## config.mk

```make
export PLATFORM = sky130hd
export DESIGN_NAME = ppsn_cell
export DESIGN_NICKNAME = d
export VERILOG_FILES = /design/src/rtl/ppsn_pkg.sv /design/src/rtl/ppsn_cell.sv
export SDC_FILE = /design/constraint.sdc
export NUM_CORES = 1
export LEC_CHECK = 0
export ABC_AREA = 1
export BUFFER_PORTS_ARGS = -buffer_cell sky130_fd_sc_hd__clkbuf_2
export CELL_PAD_IN_SITES_DETAIL_PLACEMENT = 1
export CELL_PAD_IN_SITES_GLOBAL_PLACEMENT = 2
export CORE_UTILIZATION = 24
export CTS_BUF_LIST = sky130_fd_sc_hd__clkbuf_8 sky130_fd_sc_hd__clkbuf_16
export DETAILED_ROUTE_END_ITERATION = 10
export PLACE_DENSITY_LB_ADDON = 0.1
export SYNTH_ARGS = -nofsm -noshare
export SYNTH_HDL_FRONTEND = slang
export SYNTH_SLANG_ARGS = --single-unit
```

## constraint.sdc

```tcl
create_clock -name clk -period 4.08 [get_ports clk]
set_input_delay 0.408 -clock clk [delete_from_list [all_inputs] [get_ports clk]]
set_output_delay 0.408 -clock clk [all_outputs]
set_load 0.005 [all_outputs]
```

## src/rtl/ppsn_pkg.sv

```systemverilog
// ----------------------------------------------------------------------------
// Partitioned point sort package
// Shared types and constants of the sort cell chain and the scaling divider.
// ----------------------------------------------------------------------------
package ppsn_pkg;

    localparam int MAX_POINTS = 64;
    localparam int FRAC_BITS  = 16;
    localparam int CNT_W      = $clog2(MAX_POINTS + 1);
    localparam int DIV_W      = 32 + FRAC_BITS;
    localparam int DCNT_W     = $clog2(DIV_W + 1);

    typedef struct packed {
        logic signed [31:0] x_coord;
        logic signed [31:0] y_coord;
        logic               last_point;
    } in_beat_t;

    typedef struct packed {
        logic signed [31:0] x_scaled;
        logic signed [31:0] y_scaled;
        logic               end_of_set;
        logic               zero_divisor;
        logic               points_dropped;
    } out_beat_t;

    typedef struct packed {
        logic        valid;
        logic [31:0] x;
        logic [31:0] y;
    } pt_t;

    typedef enum logic [2:0] {
        ST_LOAD,
        ST_POP,
        ST_DIVX,
        ST_DIVY,
        ST_EMIT
    } state_t;

    // True if point a must be emitted strictly after point b.
    function automatic logic goes_after(input logic [31:0] xa, input logic [31:0] ya,
                                        input logic [31:0] xb, input logic [31:0] yb);
        logic nega;
        logic negb;
        nega = ya[31];
        negb = yb[31];
        if (nega != negb)
            return nega;
        if (nega)
            return $signed(xa) < $signed(xb);
        return $signed(xa) > $signed(xb);
    endfunction

endpackage

```

## src/rtl/ppsn_cell.sv

```systemverilog
// ----------------------------------------------------------------------------
// Sort cell
// Holds one point; on insert keeps, replaces or passes points to the right
// neighbor so the chain stays ordered; on shift takes the right neighbor.
// ----------------------------------------------------------------------------
module ppsn_cell (
    input  logic              clk,
    input  logic              rst_n,
    input  logic              insert,
    input  logic              shift,
    input  ppsn_pkg::pt_t     new_pt,
    input  ppsn_pkg::pt_t     left_pt,
    input  logic              left_take,
    input  ppsn_pkg::pt_t     right_pt,
    output ppsn_pkg::pt_t     cur_pt,
    output logic              take
);

    logic          valid_reg;
    logic          valid_next;
    logic [31:0]   x_reg;
    logic [31:0]   y_reg;
    logic [31:0]   x_next;
    logic [31:0]   y_next;

    // The new point belongs here once it must go before the held point.
    assign take = left_take || !valid_reg ||
                  ppsn_pkg::goes_after(x_reg, y_reg, new_pt.x, new_pt.y);

    assign cur_pt = '{valid: valid_reg, x: x_reg, y: y_reg};

    // Next contents of the cell.
    always_comb
    begin
        valid_next = valid_reg;
        x_next     = x_reg;
        y_next     = y_reg;
        if (shift)
        begin
            valid_next = right_pt.valid;
            x_next     = right_pt.x;
            y_next     = right_pt.y;
        end
        else if (insert && left_take)
        begin
            valid_next = left_pt.valid;
            x_next     = left_pt.x;
            y_next     = left_pt.y;
        end
        else if (insert && take)
        begin
            valid_next = 1'b1;
            x_next     = new_pt.x;
            y_next     = new_pt.y;
        end
    end

    always_ff @(posedge clk or negedge rst_n)
    begin
        if (!rst_n)
            valid_reg <= 1'b0;
        else
            valid_reg <= valid_next;
    end

    always_ff @(posedge clk)
    begin
        x_reg <= x_next;
        y_reg <= y_next;
    end

endmodule

```

==> results.cfg, run 1 <==
[timing]
fmax_ghz = 0.334
slew_violations = 0
fin_tns_setup_ns = 0
setup_ws_ns = 1.09
slew_headroom_pct = 27.3
max_slew.worst_pin.slew_ns = 1.09
hold_viol = 0
rsz0062_at_grt = false
finalSetupViolations = 0
clock_skew_ns = 0.00945
min_period_ns = 2.99
finalCritPeriodShare_pct = 73.3

[setup_path]
cp.required_ns = 4.11
end_kind = register
cp_data_arrival_time_ns = 3.02
path_max_fanout = 38
ff2ff_setup_slack_ns = 1.09
path_class = reg -> reg
cp-start-kind = register

[synthesis]
avgSynthCellArea_um2 = 8.16
synth_cell_types = 26
synthCells = 508
synthesis.area_um2 = 4150
ys_warn_count = 0
synth_edf_count = 64
synthArstFlopShare_pct = 1.54
ys_seq_area_share_pct = 47.0
ys_ff_latch = 65
synth_ff_type = edfxtp_1
syn_nets = 740

[finish]
antenna_cells = 0
nets = 991
final_util_pct = 35.8
syn_to_final_growth_pct = 44.1
final_area_um2 = 5980
nFillCells = 2119
drive_above_1_share_pct = 38.6

[clock_network]
insertion_delay_ns = 0.34
cts.sinks = 65
cts-resized-gates = 0
cts-root-buf = clkbuf_16
clk_pin_slew_ns = 0.06
clk_path_buf_depth = 2
cts_max_level = 3
cts_buffers = 9
cts_tree = yes

[min_path]
hold_class = in -> async

[placed_design]
dp_slack_ns = 0.868
place_area_um2 = 5680
portBuffers = 264
dp_hpwl_um = 11700
gp_congestion = 0.775

[floorplanning]
rows = 47
die_area_um2 = 17800
pin_count = 266
start_util_pct = 24.8
core_region_area_um2 = 16700
die_y_um = 133
fp.dieW_um = 133

[route]
drtIter0Drc = 92
first_pass_iters = 4
wirelength_um = 15400
via_count = 4406
wl_per_cell_um = 15.6
avgViaCountPerCell = 4.48
drtAntennaViolNets = 0
drc = 0

[global_routing]
grt_pass1_wl_um = 24200
grt_max_degree = 112
overflow = 0
grt_pass1_vias = 4793
grt_usage_pct = 17.7
antenna_found_initial = 0

[power_and_ir_drop]
p_leak_nw = 3.06
max-vdd-ir-drop_mv = 0.213
p_per_area_nw_per_um2 = 350
power_mw = 2.09

[status]
status = finished clean

[run]
cap_violations = 0
==> cell type report <==
class / instances / area [µm²] / area share [%]
Timing Repair Buffer: 269 / 1370 / 23.0
Multi-Input combinational cell: 371 / 1930 / 32.3
Sequential cell: 65 / 1950 / 32.6
Clock buffer: 9 / 225 / 3.77
Tap cell: 220 / 275 / 4.61
Clock inverter: 7 / 62.6 / 1.05
Inverter: 43 / 164 / 2.74
==> where the power goes <==
group	switching [mW]	internal, mW
Sequential	0.0321	0.825
Clock	0.300	0.466
Combinational	0.257	0.215
Total	0.589	1.51
==> path summary, 6_finish.rpt <==
kind | endpoint | start | depth (start not counted)
max in group asynchronous | valid_reg | rst_n | 2
worst max-delay path | y_reg[28] | x_reg[31] | 14
min in group clk | y_reg[7] | left_pt[7] | 3
worst min register to register | valid_reg | valid_reg | 2
worst min-delay path | valid_reg | rst_n | 2
worst max register to register | y_reg[28] | x_reg[31] | 14
==> routing by layer <==
metal  part of all wire, %  up-vias  wire length (µm)  global-route usage [%]
met5                     0        -                 0                       0
met4                  0.83        0               128                    4.67
met3                   9.0        7              1380                    6.89
met2                    52      146              8060                    33.8
met1                    38     2033              5790                    17.6
li1                      -     2220                 -                       -
==> through the flow <==
step | hold WS, ns | std cells
after floorplan | 0.112 | 508
after global placement | 0.185 | 967
after detailed placement | 0.192 | 967
after CTS | 0.388 | 984
after global routing | 0.400 | 984
final | 0.392 | 984
==> cells in the final DEF, fill, tap and decap left out, types with 2 or more instances in the layout <==
cell | Yosys | routed
a21o_1 | 2 | 2
nand4_1 | 2 | 2
buf_4 | 2 | 3
inv_2 | 4 | 3
a21oi_1 | 14 | 14
clkbuf_16 | 0 | 9
o21ai_0 | 2 | 2
clkinv_1 | 0 | 2
edfxtp_1 | 64 | 64
a31oi_1 | 64 | 64
ha_1 | 32 | 32
nand2_1 | 163 | 162
inv_1 | 39 | 40
nand3_1 | 5 | 5
nor2_1 | 74 | 74
clkbuf_2 | 0 | 264
nand2_2 | 4 | 4
==> repair_timing <==
action | in CTS | in global routing
endpoints found under the hold margin | 1 | 0
hold buffers | 1 | 0
setup buffers | 0 | 0
==> cell usage after synthesis (2+ instances only) <==
master	count	area, µm²
nand2_1	163	612
nor2_1	74	278
a31oi_1	64	400
edfxtp_1	64	1920
inv_1	39	146
ha_1	32	400
clkbuf_1	25	93.8
a21oi_1	14	70.1
nand3_1	5	25.0
inv_2	4	15.0
nand2_2	4	25.0
a21o_1	2	15.0
buf_1	2	7.51
buf_4	2	15.0
nand4_1	2	12.5
o21ai_0	2	10.0
==> cells by family after synthesis <==
group / Yosys count / share of synthesized area, %
and+or+nand+nor: 253 / 24.0
AOI/OAI and AO/OA: 86 / 12.7
buffers and inverters: 72 / 6.70
DFF: 65 / 47.0
adders and majority gates: 32 / 9.66
==> worst max-delay path: stages, from the launching register on <==
cell and delay, ns:
edfxtp_1 0.41, ha_1 0.37, nand2_1 0.10, nor2_2 0.16, nand2_2 0.08, nor3b_2 0.25, nand2_1 0.11, nand3_1 0.11
nand3_1 0.08, nand2_1 0.06, nand2_1 0.07, nand2_2 0.09, nand2_2 0.07, nand2_4 0.42, buf_12 0.28
No activity file was read; power rests on OpenSTA's default activity.
==> inputs of run 2 (changes only) <==
--- a/config.mk
+++ b/config.mk
@@ -9,7 +9,7 @@
 export BUFFER_PORTS_ARGS = -buffer_cell sky130_fd_sc_hd__clkbuf_2
 export CELL_PAD_IN_SITES_DETAIL_PLACEMENT = 1
 export CELL_PAD_IN_SITES_GLOBAL_PLACEMENT = 2
-export CORE_UTILIZATION = 24
+export CORE_UTILIZATION = 20
 export CTS_BUF_LIST = sky130_fd_sc_hd__clkbuf_8 sky130_fd_sc_hd__clkbuf_16
 export DETAILED_ROUTE_END_ITERATION = 10
 export PLACE_DENSITY_LB_ADDON = 0.1
==> constraint.sdc (replaced) <==
create_clock -name clk -period 2.5 [get_ports clk]
set_input_delay 0.25 -clock clk [delete_from_list [all_inputs] [get_ports clk]]
set_output_delay 0.25 -clock clk [all_outputs]
set_load 0.005 [all_outputs]
==> results.cfg, run 2 (synthesized netlist as in run 1, its figures left out) <==
[clock_network]
cts.sinks = 65
clk_path_buf_depth = 2
cts_max_level = 3
clk_pin_slew_ns = 0.06
cts_tree = yes
cts_buffers = 9
cts-root-buf = clkbuf_16
insertion_delay_ns = 0.34

[setup_path]
end_kind = primary output
ff2ff_setup_slack_ns = 0.04
reg2reg_depth = 14
cp.required_ns = 2.25
r2r_end = y_reg[31]
worstReg2RegStart = x_reg[29]
path_class = reg -> out
path_max_fanout = 2
cp_data_arrival_time_ns = 2.23
cp-start-kind = register

[min_path]
hold_class = in -> async

[timing]
slew_violations = 0
max_slew.worst_pin.slew_ns = 0.780
fmax_ghz = 0.403
finalCritPeriodShare_pct = 99.2
slew_headroom_pct = 48.0
rsz0062_at_grt = true
min_period_ns = 2.48
finalSetupViolations = 0
fin_tns_setup_ns = 0
clock_skew_ns = 0.0124
hold_viol = 0

[power_and_ir_drop]
internal_power_mw = 2.55
p_sw_share_pct = 28.3
pwr-share-seq_pct = 39.5
p_comb_share_pct = 26.0
p_per_area_nw_per_um2 = 543
max-vdd-ir-drop_mv = 0.267
p_sw_mw = 1.00
clkPwrFrac_pct = 34.5
p_leak_nw = 3.27

[placed_design]
dp_cells = 1023
dp_hpwl_um = 12000
portBuffers = 264
gp_congestion = 0.732

[finish]
nFillCells = 2517
antenna_cells = 0
final_cell_mix = clkbuf_2, nand2_1, nor2_1
instances_no_fill = 1055
drive_above_1_share_pct = 43.3
final_common_cell = clkbuf_2
syn_to_final_growth_pct = 57.9
nets = 1014

[route]
drc = 0
drtIter0Drc = 111
drtAntennaViolNets = 0
first_pass_iters = 4
avgViaCountPerCell = 4.28
via_count = 4515
wirelength_um = 16300
wl_per_cell_um = 15.5

[run]
cap_violations = 0

[floorplanning]
fp.dieW_um = 146
die_area_um2 = 21300
core_region_area_um2 = 20300
rows = 52
die_y_um = 146
pin_count = 266
start_util_pct = 20.4

[global_routing]
grt_usage_pct = 14.9
overflow = 0
grt_pass1_vias = 4834
grt_pass1_wl_um = 24500
antenna_found_initial = 0
grt_max_degree = 65

[status]
status = finished clean
[run 2: cell types whose count changed in the layout (fill, tap and decap cells not counted), sizes merged]
cell,change
clkbuf,+4
buf,+18
nand2,+1
clkinv,-2
[run 2: worst max-delay path by stage]
stage / slack, ns / cells after the start / from / to
floorplan: 0.0009 / 13 / x_reg[31] / x_reg[0]
global placement: -0.05 / 14 / x_reg[23] / y_reg[11]
detailed placement: -0.14 / 14 / x_reg[23] / y_reg[11]
CTS: -0.07 / 12 / x_reg[21] / take
global route: -0.16 / 13 / x_reg[29] / take
finish: 0.02 / 13 / x_reg[29] / take
[run 2: power by group through the flow]
| stage | combinational [mW] | sequential [mW] | clock [mW] |
|---|---|---|---|
| finish | 0.923 | 1.40 | 1.23 |
| global route | 1.04 | 1.42 | 1.32 |
| CTS | 0.819 | 1.40 | 1.28 |
| global placement | 0.794 | 1.42 | 0 |
| detailed placement | 0.800 | 1.42 | 0 |
| floorplan | 0.363 | 1.43 | 0 |
[run 2: layout make-up]
class	instances	area, µm²	area share (%)
clock inverters	5	50.0	0.764
repair buffers	291	1680	25.6
inverters	43	164	2.50
well taps	270	338	5.16
flip-flops and latches	65	1950	29.7
clock buffers	9	225	3.44
multi-input cells	372	2150	32.8
[run 2: worst max-delay path, stage by stage, from the launching register on]
cell and delay (ns):
edfxtp_1 0.39, ha_1 0.32, nand2_1 0.08, nor2_2 0.14, nand2_2 0.09, nor3b_4 0.23
nand2_1 0.11, nand2_1 0.09, nand2_2 0.06, nand3_2 0.06, nand2_2 0.06, nand2_4 0.08
nand2_4 0.06, buf_6 0.12
[run 2: per-stage QoR]
step	area [µm²]	worst slack (ns)	util (%)	hold slack, ns	total power [mW]
3_3_place_gp	5820	-0.0451	28.7	0.0271	2.21
5_1_grt	6550	-0.159	32.3	0.239	3.78
2_1_floorplan	4150	0.000895	-	-0.0456	1.79
6_report	6550	0.0207	32.3	0.231	3.55
3_5_place_dp	5820	-0.140	28.7	0.0333	2.22
4_1_cts	6150	-0.0721	30.3	0.213	3.50
[run 2: repair_timing]
action	in CTS	in global routing
endpoints found under the setup margin	66	66
pin swaps	3	13
buffers inserted	2	7
resized for setup	4	31
hold endpoints to repair	1	0
hold buffers	1	0
cloned	0	8
[run 2: metal layers]
| metal | vias to the layer above | routed length [µm] | global-route usage [%] |
|---|---|---|---|
| li1 | 2274 | - | - |
| met1 | 2081 | 6300 | 15.5 |
| met2 | 148 | 8350 | 27.1 |
| met3 | 12 | 1410 | 5.55 |
| met4 | 0 | 252 | 5.52 |
| met5 | - | 0 | 0 |
