`src/rtl/ppsn_pkg.sv`:
```
// ----------------------------------------------------------------------------
// Partitioned point sort package
// Shared types and constants of the sort cell chain and the scaling divider.
// ----------------------------------------------------------------------------
package ppsn_pkg;

    localparam int MAX_POINTS = 64;
    localparam int FRAC_BITS  = 16;
    localparam int CNT_W      = $clog2(MAX_POINTS + 1);
    localparam int DIV_W      = 32 + FRAC_BITS;
    localparam int DCNT_W     = $clog2(DIV_W + 1);

    typedef struct packed {
        logic signed [31:0] x_coord;
        logic signed [31:0] y_coord;
        logic               last_point;
    } in_beat_t;

    typedef struct packed {
        logic signed [31:0] x_scaled;
        logic signed [31:0] y_scaled;
        logic               end_of_set;
        logic               zero_divisor;
        logic               points_dropped;
    } out_beat_t;

    typedef struct packed {
        logic        valid;
        logic [31:0] x;
        logic [31:0] y;
    } pt_t;

    typedef enum logic [2:0] {
        ST_LOAD,
        ST_POP,
        ST_DIVX,
        ST_DIVY,
        ST_EMIT
    } state_t;

    // True if point a must be emitted strictly after point b.
    function automatic logic goes_after(input logic [31:0] xa, input logic [31:0] ya,
                                        input logic [31:0] xb, input logic [31:0] yb);
        logic nega;
        logic negb;
        nega = ya[31];
        negb = yb[31];
        if (nega != negb)
            return nega;
        if (nega)
            return $signed(xa) < $signed(xb);
        return $signed(xa) > $signed(xb);
    endfunction

endpackage

```
`src/rtl/ppsn_div.sv`:
```
// ----------------------------------------------------------------------------
// Scaling divider
// Restoring divider, one quotient bit a cycle: (v << FRAC_BITS) / d with
// truncation toward zero and saturation to the signed 32-bit range.
// ----------------------------------------------------------------------------
module ppsn_div (
    input  logic                clk,
    input  logic                rst_n,
    input  logic                go,
    input  logic signed [31:0]  num,
    input  logic [30:0]         den,
    output logic                done,
    output logic signed [31:0]  quo
);

    localparam int W = ppsn_pkg::DIV_W;

    logic                          busy_reg;
    logic [ppsn_pkg::DCNT_W-1:0]   cnt_reg;
    logic [W-1:0]                  dvd_reg;
    logic [31:0]                   rem_reg;
    logic                          neg_reg;
    logic                          done_reg;
    logic [31:0]                   trial;
    logic [31:0]                   rem_sh;
    logic [31:0]                   mag;
    logic [W:0]                    sq;
    logic [31:0]                   absn;

    assign absn   = num[31] ? (~num + 32'd1) : num;
    assign rem_sh = {rem_reg[30:0], dvd_reg[W-1]};
    assign trial  = rem_sh - {1'b0, den};

    // Iterate one quotient bit per cycle.
    always_ff @(posedge clk or negedge rst_n)
    begin
        if (!rst_n)
        begin
            busy_reg <= 1'b0;
            done_reg <= 1'b0;
            cnt_reg  <= '0;
        end
        else
        begin
            done_reg <= 1'b0;
            if (go)
            begin
                busy_reg <= 1'b1;
                cnt_reg  <= ppsn_pkg::DCNT_W'(W);
            end
            else if (busy_reg)
            begin
                cnt_reg <= cnt_reg - 1'b1;
                if (cnt_reg == ppsn_pkg::DCNT_W'(1))
                begin
                    busy_reg <= 1'b0;
                    done_reg <= 1'b1;
                end
            end
        end
    end

    always_ff @(posedge clk)
    begin
        if (go)
        begin
            dvd_reg <= {absn, {ppsn_pkg::FRAC_BITS{1'b0}}};
            rem_reg <= '0;
            neg_reg <= num[31];
        end
        else if (busy_reg)
        begin
            if (rem_sh >= {1'b0, den})
            begin
                rem_reg <= trial;
                dvd_reg <= {dvd_reg[W-2:0], 1'b1};
            end
            else
            begin
                rem_reg <= rem_sh;
                dvd_reg <= {dvd_reg[W-2:0], 1'b0};
            end
        end
    end

    // Apply sign and saturate.
    assign sq = neg_reg ? ((W+1)'(0) - {1'b0, dvd_reg}) : {1'b0, dvd_reg};
    always_comb
    begin
        mag = 32'h7FFF_FFFF;
        if (neg_reg)
            mag = (dvd_reg > W'(33'h8000_0000)) ? 32'h8000_0000 : sq[31:0];
        else if (dvd_reg <= W'(32'h7FFF_FFFF))
            mag = dvd_reg[31:0];
    end
    assign quo  = mag;
    assign done = done_reg;

endmodule

```
`config.mk`:
```
export PLATFORM = sky130hd
export DESIGN_NAME = ppsn_div
export DESIGN_NICKNAME = d
export VERILOG_FILES = /design/src/rtl/ppsn_pkg.sv /design/src/rtl/ppsn_div.sv
export SDC_FILE = /design/constraint.sdc
export NUM_CORES = 1
export LEC_CHECK = 0
export BUFFER_PORTS_ARGS = -buffer_cell sky130_fd_sc_hd__buf_2
export CORE_MARGIN = 2
export CORE_UTILIZATION = 59
export CTS_CLUSTER_DIAMETER = 60
export CTS_CLUSTER_SIZE = 10
export DETAILED_ROUTE_END_ITERATION = 7
export GPL_TIMING_DRIVEN = 0
export PLACE_DENSITY = 0.88
export SKIP_LAST_GASP = 1
export SYNTH_ARGS = -nofsm -noshare
export SYNTH_HDL_FRONTEND = slang
export SYNTH_SLANG_ARGS = --single-unit
```
`constraint.sdc`:
```
create_clock -name clk -period 3.47 [get_ports clk]
set_clock_uncertainty 0.05 [all_clocks]
set_input_delay 0.1735 -clock clk [delete_from_list [all_inputs] [get_ports clk]]
set_output_delay 0.1735 -clock clk [all_outputs]
set_load 0.01 [all_outputs]
```
==> flow_summary.ini, run 1 <==
[timing]
finalSetupViolations = 0
max_clock_freq_mhz = 297
worst_slack_ns = 0.0998
hold_viol_final = 0
slew_headroom = 0.473
fin_crit_sh = 0.971
slew_violations = 0
min_period_ns = 3.37
worst_slew_pin_slew_ns = 0.790

[logic_synthesis]
synth_edf_count = 33
ys_types = 70
synth_seq_cells = 88
avgSynthCellArea_um2 = 7.54
yosysTopAreaCellShare = 0.136
netlist_instances = 966
syn-num-nets = 1068
ys_seq_area_frac = 0.293
yosys.area.top_type = edfxtp_1
synth_flop_cell = dfxtp_1
ys_async_sr_fraction = 0.0909
yosys_warnings = 0
syn_area_um2 = 7290
synth_area_leaders = edfxtp_1, dfxtp_1, nand2_1

[place]
place_area_um2 = 7960
hpwl_um = 15100
gp_congestion = 0.980
post-place-ws_ns = 0.195
port_buffers = 98

[die]
fp.dieH_um = 115
io_pins = 99
die-area_um2 = 13300
dieWidth_um = 115
core_um2 = 12000
fp-row-count = 40
start_util = 0.607

[grt]
grt_use_total = 0.313
antenna_found_initial = 0
grt_overflow = 0
grt_max_degree = 34
grt_pass1_wl_um = 33500
grt_pass1_vias = 7071

[routing]
drcViolationCount = 2
wl_um = 20800
firstDrtPassIters = 8
drt-initial-drc-count = 840
wl_per_cell_um = 16.9
via_count = 7712
vias_per_cell = 6.26
ant_nets = 0

[layout]
stdcell_area_um2 = 8350
fin_nets = 1181
finalCoreUtilization = 0.695
drive_gt1_frac = 0.134
largest_reg_flops = 48
antenna_cells = 0
area_delta_synth_final_pct = 14.6
fillers = 1004

[cts]
cts-root-buf = clkbuf_16
ctsHtreeMaxLevel = 3
cts_tree = yes
cts_made_buffers = 9
clock-sinks = 88
clock_latency_ns = 0.36
clkTransAtPathRegs_ns = 0.07
clock_path_buffers = 2

[pwr]
internal_power_uw = 1840
pwr-share-seq = 0.456
switchingPower_uw = 814
ir_drop_mv = 0.381
power.share.clock = 0.348
combinationalPowerShare = 0.196
swShare = 0.306
p_per_area_nw_per_um2 = 318
total_power_uw = 2660
p_leak_uw = 0.00364

[flow_run]
cap_violations = 0

[worst_setup_path]
rr_startpoint = dvd_reg[47]
crit_arrival_ns = 3.15
crit_start = dvd_reg[0]
crit_type = flip-flop to output pin
worst-path-max-fanout = 10
crit_required_ns = 3.25
startpoint_type = flip-flop
end_kind = output pin

[status]
outcome = complete, but fails checks
violations = DRC

[worst_hold_path]
hp-class = input port to flip-flop
min_from = go
[cells in the final DEF, fill, tap and decap left out, types with 12 or more instances in the layout]
cell	n
o21a_1	12
clkbuf_1	44
a311oi_1	14
nor3_1	22
nand2_1	138
a21o_1	15
a21oi_1	71
ha_1	35
mux2i_1	18
o31ai_1	15
xor2_1	33
inv_1	58
nor2b_1	12
dfxtp_1	47
a211oi_1	16
o211ai_1	12
xnor2_1	21
nor2_1	100
buf_2	100
nand3_1	21
edfxtp_1	33
nor4_1	14
o21ai_0	60
[per-stage QoR]
stage	TNS (ns)	cells	hold slack, ns
after global routing	-0.355	1231	0.0146
after CTS	0	1228	0.00788
after global placement	0	1211	-0.0240
after detailed placement	0	1211	-0.0160
final	0	1231	0.00823
after floorplan	0	966	-0.172
[Yosys cell counts (4+ instances only)]
library cell,n
and3_1,11
and2_1,7
nor3_1,22
o31a_1,5
or3_1,5
a31oi_1,11
and4_1,5
dfxtp_1,47
or2_2,4
nand2_1,138
nand2b_1,5
inv_1,58
or4_1,4
xor2_1,33
o41ai_1,5
a211oi_1,16
o311ai_0,9
buf_2,5
nor2_1,100
o21a_1,12
nand4_1,10
dfrtp_1,8
edfxtp_1,33
a21oi_1,71
mux2i_1,18
ha_1,35
nor4_1,17
a311oi_1,14
nor2b_1,13
o21ai_0,60
o31ai_1,15
o211ai_1,12
o2111ai_1,4
a21o_1,15
nand3_1,21
clkbuf_1,45
xnor2_1,21
[per-layer routing]
layer / track usage / share of wire
met1: 0.417 / 0.42
met2: 0.502 / 0.46
met3: 0.0633 / 0.089
met4: 0.126 / 0.028
met5: 0 / 0
[power by group through the flow]
stage | combinational [µW] | clock [µW] | sequential (µW)
floorplan | 339 | 0 | 1210
global placement | 492 | 0 | 1230
detailed placement | 503 | 0 | 1230
CTS | 508 | 926 | 1210
global route | 581 | 959 | 1220
finish | 522 | 925 | 1210
[worst max-delay path, cell delays in order, from the launching register on]
cell,delay [ns]
dfxtp_1,0.38
inv_1,0.11
ha_1,0.20
nor3b_4,0.28
and2_4,0.22
nand4_1,0.09
o31ai_1,0.34
nor2b_2,0.25
clkbuf_4,0.22
clkbuf_4,0.24
nand2_1,0.07
a21oi_1,0.21
buf_2,0.17
[worst paths after layout]
kind / endpoint / slack, ns / cells after the start
hold / removal: neg_reg / 0.008 / 1
hold reg to reg: rem_reg[17] / 0.45 / 2
setup reg to reg: rem_reg[22] / 0.16 / 13
setup / recovery: quo[13] / 0.1 / 12
min in group asynchronous: cnt_reg[3] / 0.13 / 2
max in group asynchronous: cnt_reg[4] / 3.06 / 2
[logic make-up (layout without fill, tap and decap cells)]
logic type                 count (synthesis)  in the layout  share of synthesized area
buffers and inverters                    112            230                     0.0592
adders and majority gates                 36             36                     0.0628
muxes                                     19             19                     0.0263
DFF                                       88             88                      0.293
xor gates and xnor gates                  54             54                     0.0649
AOI/OAI and AO/OA                        279            279                      0.251
and+or+nand+nor                          378            378                      0.243
[area by class of cell]
type	count	area [µm²]	share of cell area
sequential	88	2130	0.255
clock inverter	6	43.8	0.00525
multi-input combinational	766	4770	0.572
timing repair buffer	103	551	0.0659
clock buffer	10	229	0.0274
inverter	58	218	0.0261
tap	147	184	0.0220
buffer	53	219	0.0262
[timing repair]
item	4_1_cts	5_1_grt
setup buffers	0	3
hold buffers	1	0
hold endpoints to repair	8	0
resized for setup	2	13
pin swaps	0	1
endpoints found under the setup margin	10	35
No activity file was read; power rests on OpenSTA's default activity.
==> run 2, diff against run 1 <==
BUFFER_PORTS_ARGS = default   (was -buffer_cell sky130_fd_sc_hd__buf_2)
CORE_UTILIZATION = 65   (was 59)
DONT_BUFFER_PORTS = 1   (was default)
RECOVER_POWER = 100   (was default)
clock period = 3.8 ns   (was 3.47 ns; I/O delays follow)
==> run 2 against run 1 <==
Compared with the run above: the run now ends clean; worst setup slack improved by 0.17 ns; register-to-register slack better by 0.11 ns; final cell count decreased by 8.5%.
==> flow_summary.ini, run 2 (synthesized netlist as in run 1, its figures left out) <==
[status]
outcome = finished clean

[flow_run]
cap_violations = 0

[layout]
largest_reg_flops = 48
final_common_cell = nand2_1
antenna_cells = 0
fillers = 940
drive_gt1_frac = 0.0345
area_delta_synth_final_pct = 5.53
fin_nets = 1083
layout_common_cells = nand2_1, nor2_1, a21oi_1, o21ai_0, inv_1

[routing]
firstDrtPassIters = 5
drt-initial-drc-count = 849
ant_nets = 0
via_count = 7433
drcViolationCount = 0
wl_um = 20100
wl_per_cell_um = 17.9
vias_per_cell = 6.60

[worst_hold_path]
hp-class = input port to flip-flop
min_from = num[12]

[worst_setup_path]
crit_arrival_ns = 3.75
crit_required_ns = 4.03
startpoint_type = flip-flop
rr_startpoint = dvd_reg[47]
crit_type = flip-flop to flip-flop
crit_start = dvd_reg[47]
worst-path-max-fanout = 10
end_kind = flip-flop

[pwr]
switchingPower_uw = 666
internal_power_uw = 1500
p_per_area_nw_per_um2 = 282
pwr-share-seq = 0.512
p_leak_uw = 0.00317
total_power_uw = 2170
combinationalPowerShare = 0.184
power.share.clock = 0.304
swShare = 0.307
ir_drop_mv = 0.281

[timing]
slew_headroom = 0.0664
worst_slew_pin_slew_ns = 1.40
slew_violations = 0
max_clock_freq_mhz = 284
fin_crit_sh = 0.928
finalSetupViolations = 0
hold_viol_final = 0
tns_ns = 0
rsz0062_at_grt = false
min_period_ns = 3.53

[cts]
clock_latency_ns = 0.39
ctsHtreeMaxLevel = 3
cts_tree = yes
clkTransAtPathRegs_ns = 0.10
cts-root-buf = clkbuf_8
cts_setup_buffers = 0
clock-sinks = 88
cts_made_buffers = 9
clock_path_buffers = 2

[die]
fp-row-count = 38
start_util = 0.669
fp.dieH_um = 110
dieWidth_um = 110
io_pins = 99
core_um2 = 10900
die-area_um2 = 12100

[grt]
antenna_found_initial = 0
grt_use_total = 0.335
grt_max_degree = 34
grt_pass1_vias = 6689
grt_pass1_wl_um = 32000
grt_overflow = 0

[place]
port_buffers = 0
hpwl_um = 14700
gp_congestion = 0.961
-- run 2: cell count changes in the layout (fill, tap and decap cells not counted), sizes merged --
cell         change
clkbuf           +4
dlygate4sd3      +3
clkinvlp         -1
inv              -1
buf            -104
bufinv           +1
-- run 2: worst paths after layout --
path / end / slack [ns] / cells after the start
max reg2reg: rem_reg[22] / 0.27 / 13
max in group asynchronous: cnt_reg[1] / 3.30 / 1
min in group asynchronous: cnt_reg[2] / 0.11 / 1
min: dvd_reg[28] / 0.03 / 2
min reg2reg: rem_reg[9] / 0.45 / 2
max: rem_reg[22] / 0.27 / 13
-- run 2: timing repair --
action,4_1_cts,5_1_grt
resized for setup,0,2
hold buffers,4,0
setup endpoints to repair,0,17
hold endpoints to repair,11,0
-- run 2: through the flow --
step,hold WS [ns],util,setup WS [ns],cells,area [µm²]
after floorplan,-0.156,-,1.10,966,7290
after global placement,-0.155,0.685,0.535,1106,7460
after detailed placement,-0.155,0.685,0.422,1106,7460
after CTS,0.0148,0.706,0.198,1126,7690
after global routing,0.0380,0.706,0.0617,1126,7690
final,0.0255,0.706,0.273,1126,7690
-- run 2: final cells by class --
type                       instances  area (µm²)  share of cell area
clock inverter                     5        56.3             0.00732
buffer                            54         214              0.0278
tap                              140         175              0.0228
sequential                        88        2130               0.277
clock buffer                      11         131              0.0171
timing repair buffer               4        40.0             0.00521
multi-input combinational        766        4720               0.614
inverter                          58         218              0.0283
-- run 2: routing by layer --
layer | up-vias | GRT usage | part of all wire
met4 | 0 | 0.142 | 0.033
met5 | - | 0 | 0
met1 | 3459 | 0.453 | 0.42
li1 | 3520 | - | -
met2 | 394 | 0.514 | 0.45
met3 | 60 | 0.0747 | 0.097
-- run 2: worst max-delay path, stage by stage, from the launching register on --
cell and delay [ns]:
edfxtp_1 0.44, inv_1 0.07, ha_1 0.21, fa_1 0.42, nor2b_1 0.18, o21bai_1 0.14
nand3_1 0.22, a21oi_1 0.16, a211o_1 0.37, a21oi_2 0.26, buf_2 0.30, buf_4 0.24
o31ai_1 0.11, a211oi_1 0.24
-- run 2: power by group through the flow --
stage	clock network [µW]	registers, µW	logic, µW
4_1_cts	660	1110	392
6_report	659	1110	398
5_1_grt	687	1120	445
3_3_place_gp	0	1130	374
3_5_place_dp	0	1130	384
2_1_floorplan	0	1110	310
==> run 3, diff against run 2 <==
clock period = 3.6 ns   (was 3.8 ns; I/O delays follow)
==> run 3 against run 2 <==
Compared with the run above: via count grew 0.74%; worst setup slack lost 0.085 ns; fmax grew 3.4%; wire length grew 1.0%; combinational power grew 7.5%; non-clock buffer count is the same; worst hold slack lost 0.0039 ns; clock power grew 5.2%; global-route usage is the same; die area is the same; sequential share of layout area shrank 0.18 points; critical path type unchanged; largest power group unchanged.
==> flow_summary.ini, run 3 (synthesized netlist as in run 1, its figures left out) <==
[worst_setup_path]
worst-path-max-fanout = 10
crit_type = flip-flop to flip-flop
crit_arrival_ns = 3.64
startpoint_type = flip-flop
rrSetupSlack_ns = 0.19
r2r-end = rem_reg[3]
crit_required_ns = 3.83
crit_slowest_cell = edfxtp_1
ff2ff_path_depth = 12
crit_chain = inv_1, ha_1, fa_1, nor2b_1, o21bai_1, nand3_1, a21oi_1, a211o_1, a21oi_4, clkbuf_1, nand2_1, a311oi_1
slowest_delay_ns = 0.44
rr_startpoint = dvd_reg[47]
end_kind = flip-flop

[cts]
cts_made_buffers = 9
clock_latency_ns = 0.38
ctsHtreeMaxLevel = 3
cts-root-buf = clkbuf_8
cts_tree = yes
clock-sinks = 88
clock_path_buffers = 2
clkTransAtPathRegs_ns = 0.10

[place]
port_buffers = 0
hpwl_um = 14700
gp_congestion = 0.961

[pwr]
ir_drop_mv = 0.298
total_power_uw = 2290
p_leak_uw = 0.00318
p_per_area_nw_per_um2 = 296

[routing]
drt-initial-drc-count = 846
ant_nets = 0
wl_um = 20300
drcViolationCount = 0
firstDrtPassIters = 5
wl_per_cell_um = 18.0
vias_per_cell = 6.65
via_count = 7488

[die]
start_util = 0.669
fp-row-count = 38
die-area_um2 = 12100
io_pins = 99
fp.dieH_um = 110
core_um2 = 10900
dieWidth_um = 110

[worst_hold_path]
min_from = num[30]
hp-class = input port to flip-flop
hold_depth = 2
hold_end = dvd_reg[46]

[grt]
grt_pass1_vias = 6689
antenna_found_initial = 0
grt_max_degree = 34
grt_use_total = 0.335
grt_pass1_wl_um = 32000
grt_overflow = 0

[timing]
slew_violations = 0
max_clock_freq_mhz = 293
worst_slew_pin_slew_ns = 1.38
fin_crit_sh = 0.948
finalSetupViolations = 0
tns_ns = 0
min_period_ns = 3.41
hold_viol_final = 0
rsz0062_at_grt = false
slew_headroom = 0.0758

[layout]
fin_nets = 1083
fillers = 930
layout_common_cells = nand2_1, nor2_1, a21oi_1, o21ai_0, inv_1
largest_reg_flops = 48
area_delta_synth_final_pct = 6.23
drive_gt1_frac = 0.0426
antenna_cells = 0
final_common_cell = nand2_1

[flow_run]
cap_violations = 0

[status]
outcome = finished clean
## run 3: timing repair
item	CTS	global route
endpoints found under the setup margin	0	30
setup buffers	0	0
hold buffers	4	0
endpoints found under the hold margin	11	0
gates resized for setup	0	20
## run 3: critical path, delay by kind of cell, from the launching register on
family / cells / cell delay [ns]
AOI/OAI and AO/OA: 5 / 1.20
adders and majority gates: 2 / 0.63
and+or+nand+nor: 3 / 0.51
buffers and inverters: 2 / 0.48
DFF: 1 / 0.44
## run 3: cell type report
type	instances	area, µm²	share of cell area
well taps	140	175	0.0226
clock buffers	11	131	0.0170
multi-input cells	766	4770	0.616
flip-flops and latches	88	2130	0.275
inverters	58	218	0.0281
clock inverters	5	56.3	0.00727
plain buffers	54	219	0.0283
repair buffers	4	40.0	0.00517
## run 3: worst max-delay path by stage
stage / from / to / depth (start not counted)
5_1_grt: dvd_reg[6] / quo[16] / 10
3_3_place_gp: dvd_reg[47] / rem_reg[22] / 13
6_report: dvd_reg[47] / rem_reg[3] / 12
2_1_floorplan: dvd_reg[47] / rem_reg[25] / 11
3_5_place_dp: dvd_reg[47] / rem_reg[22] / 13
4_1_cts: dvd_reg[0] / quo[15] / 9
## run 3: stage by stage
stage	hold WS [ns]	std cells	instance area [µm²]	setup WS (ns)	utilization
after global placement	-0.165	1106	7460	0.335	0.685
after detailed placement	-0.165	1106	7460	0.222	0.685
after CTS	0.00478	1126	7690	0.00826	0.706
after global routing	0.0280	1126	7740	0.00136	0.711
after floorplan	-0.166	966	7290	0.903	-
final	0.0216	1126	7740	0.189	0.711
## run 3: routing by layer
layer | global-route usage | share of wire | vias to the layer above | wire length (µm)
li1 | - | - | 3522 | -
met1 | 0.453 | 0.42 | 3520 | 8460
met2 | 0.514 | 0.45 | 391 | 9240
met4 | 0.142 | 0.029 | 0 | 586
met3 | 0.0747 | 0.10 | 55 | 2020
met5 | 0 | 0 | - | 0
## run 3: report_power, final
part | internal, µW | leakage, µW | switching [µW]
combinational | 163 | 0.00225 | 265
clock | 322 | 0.0000937 | 372
sequential | 1100 | 0.000835 | 68.9
total | 1590 | 0.00318 | 706
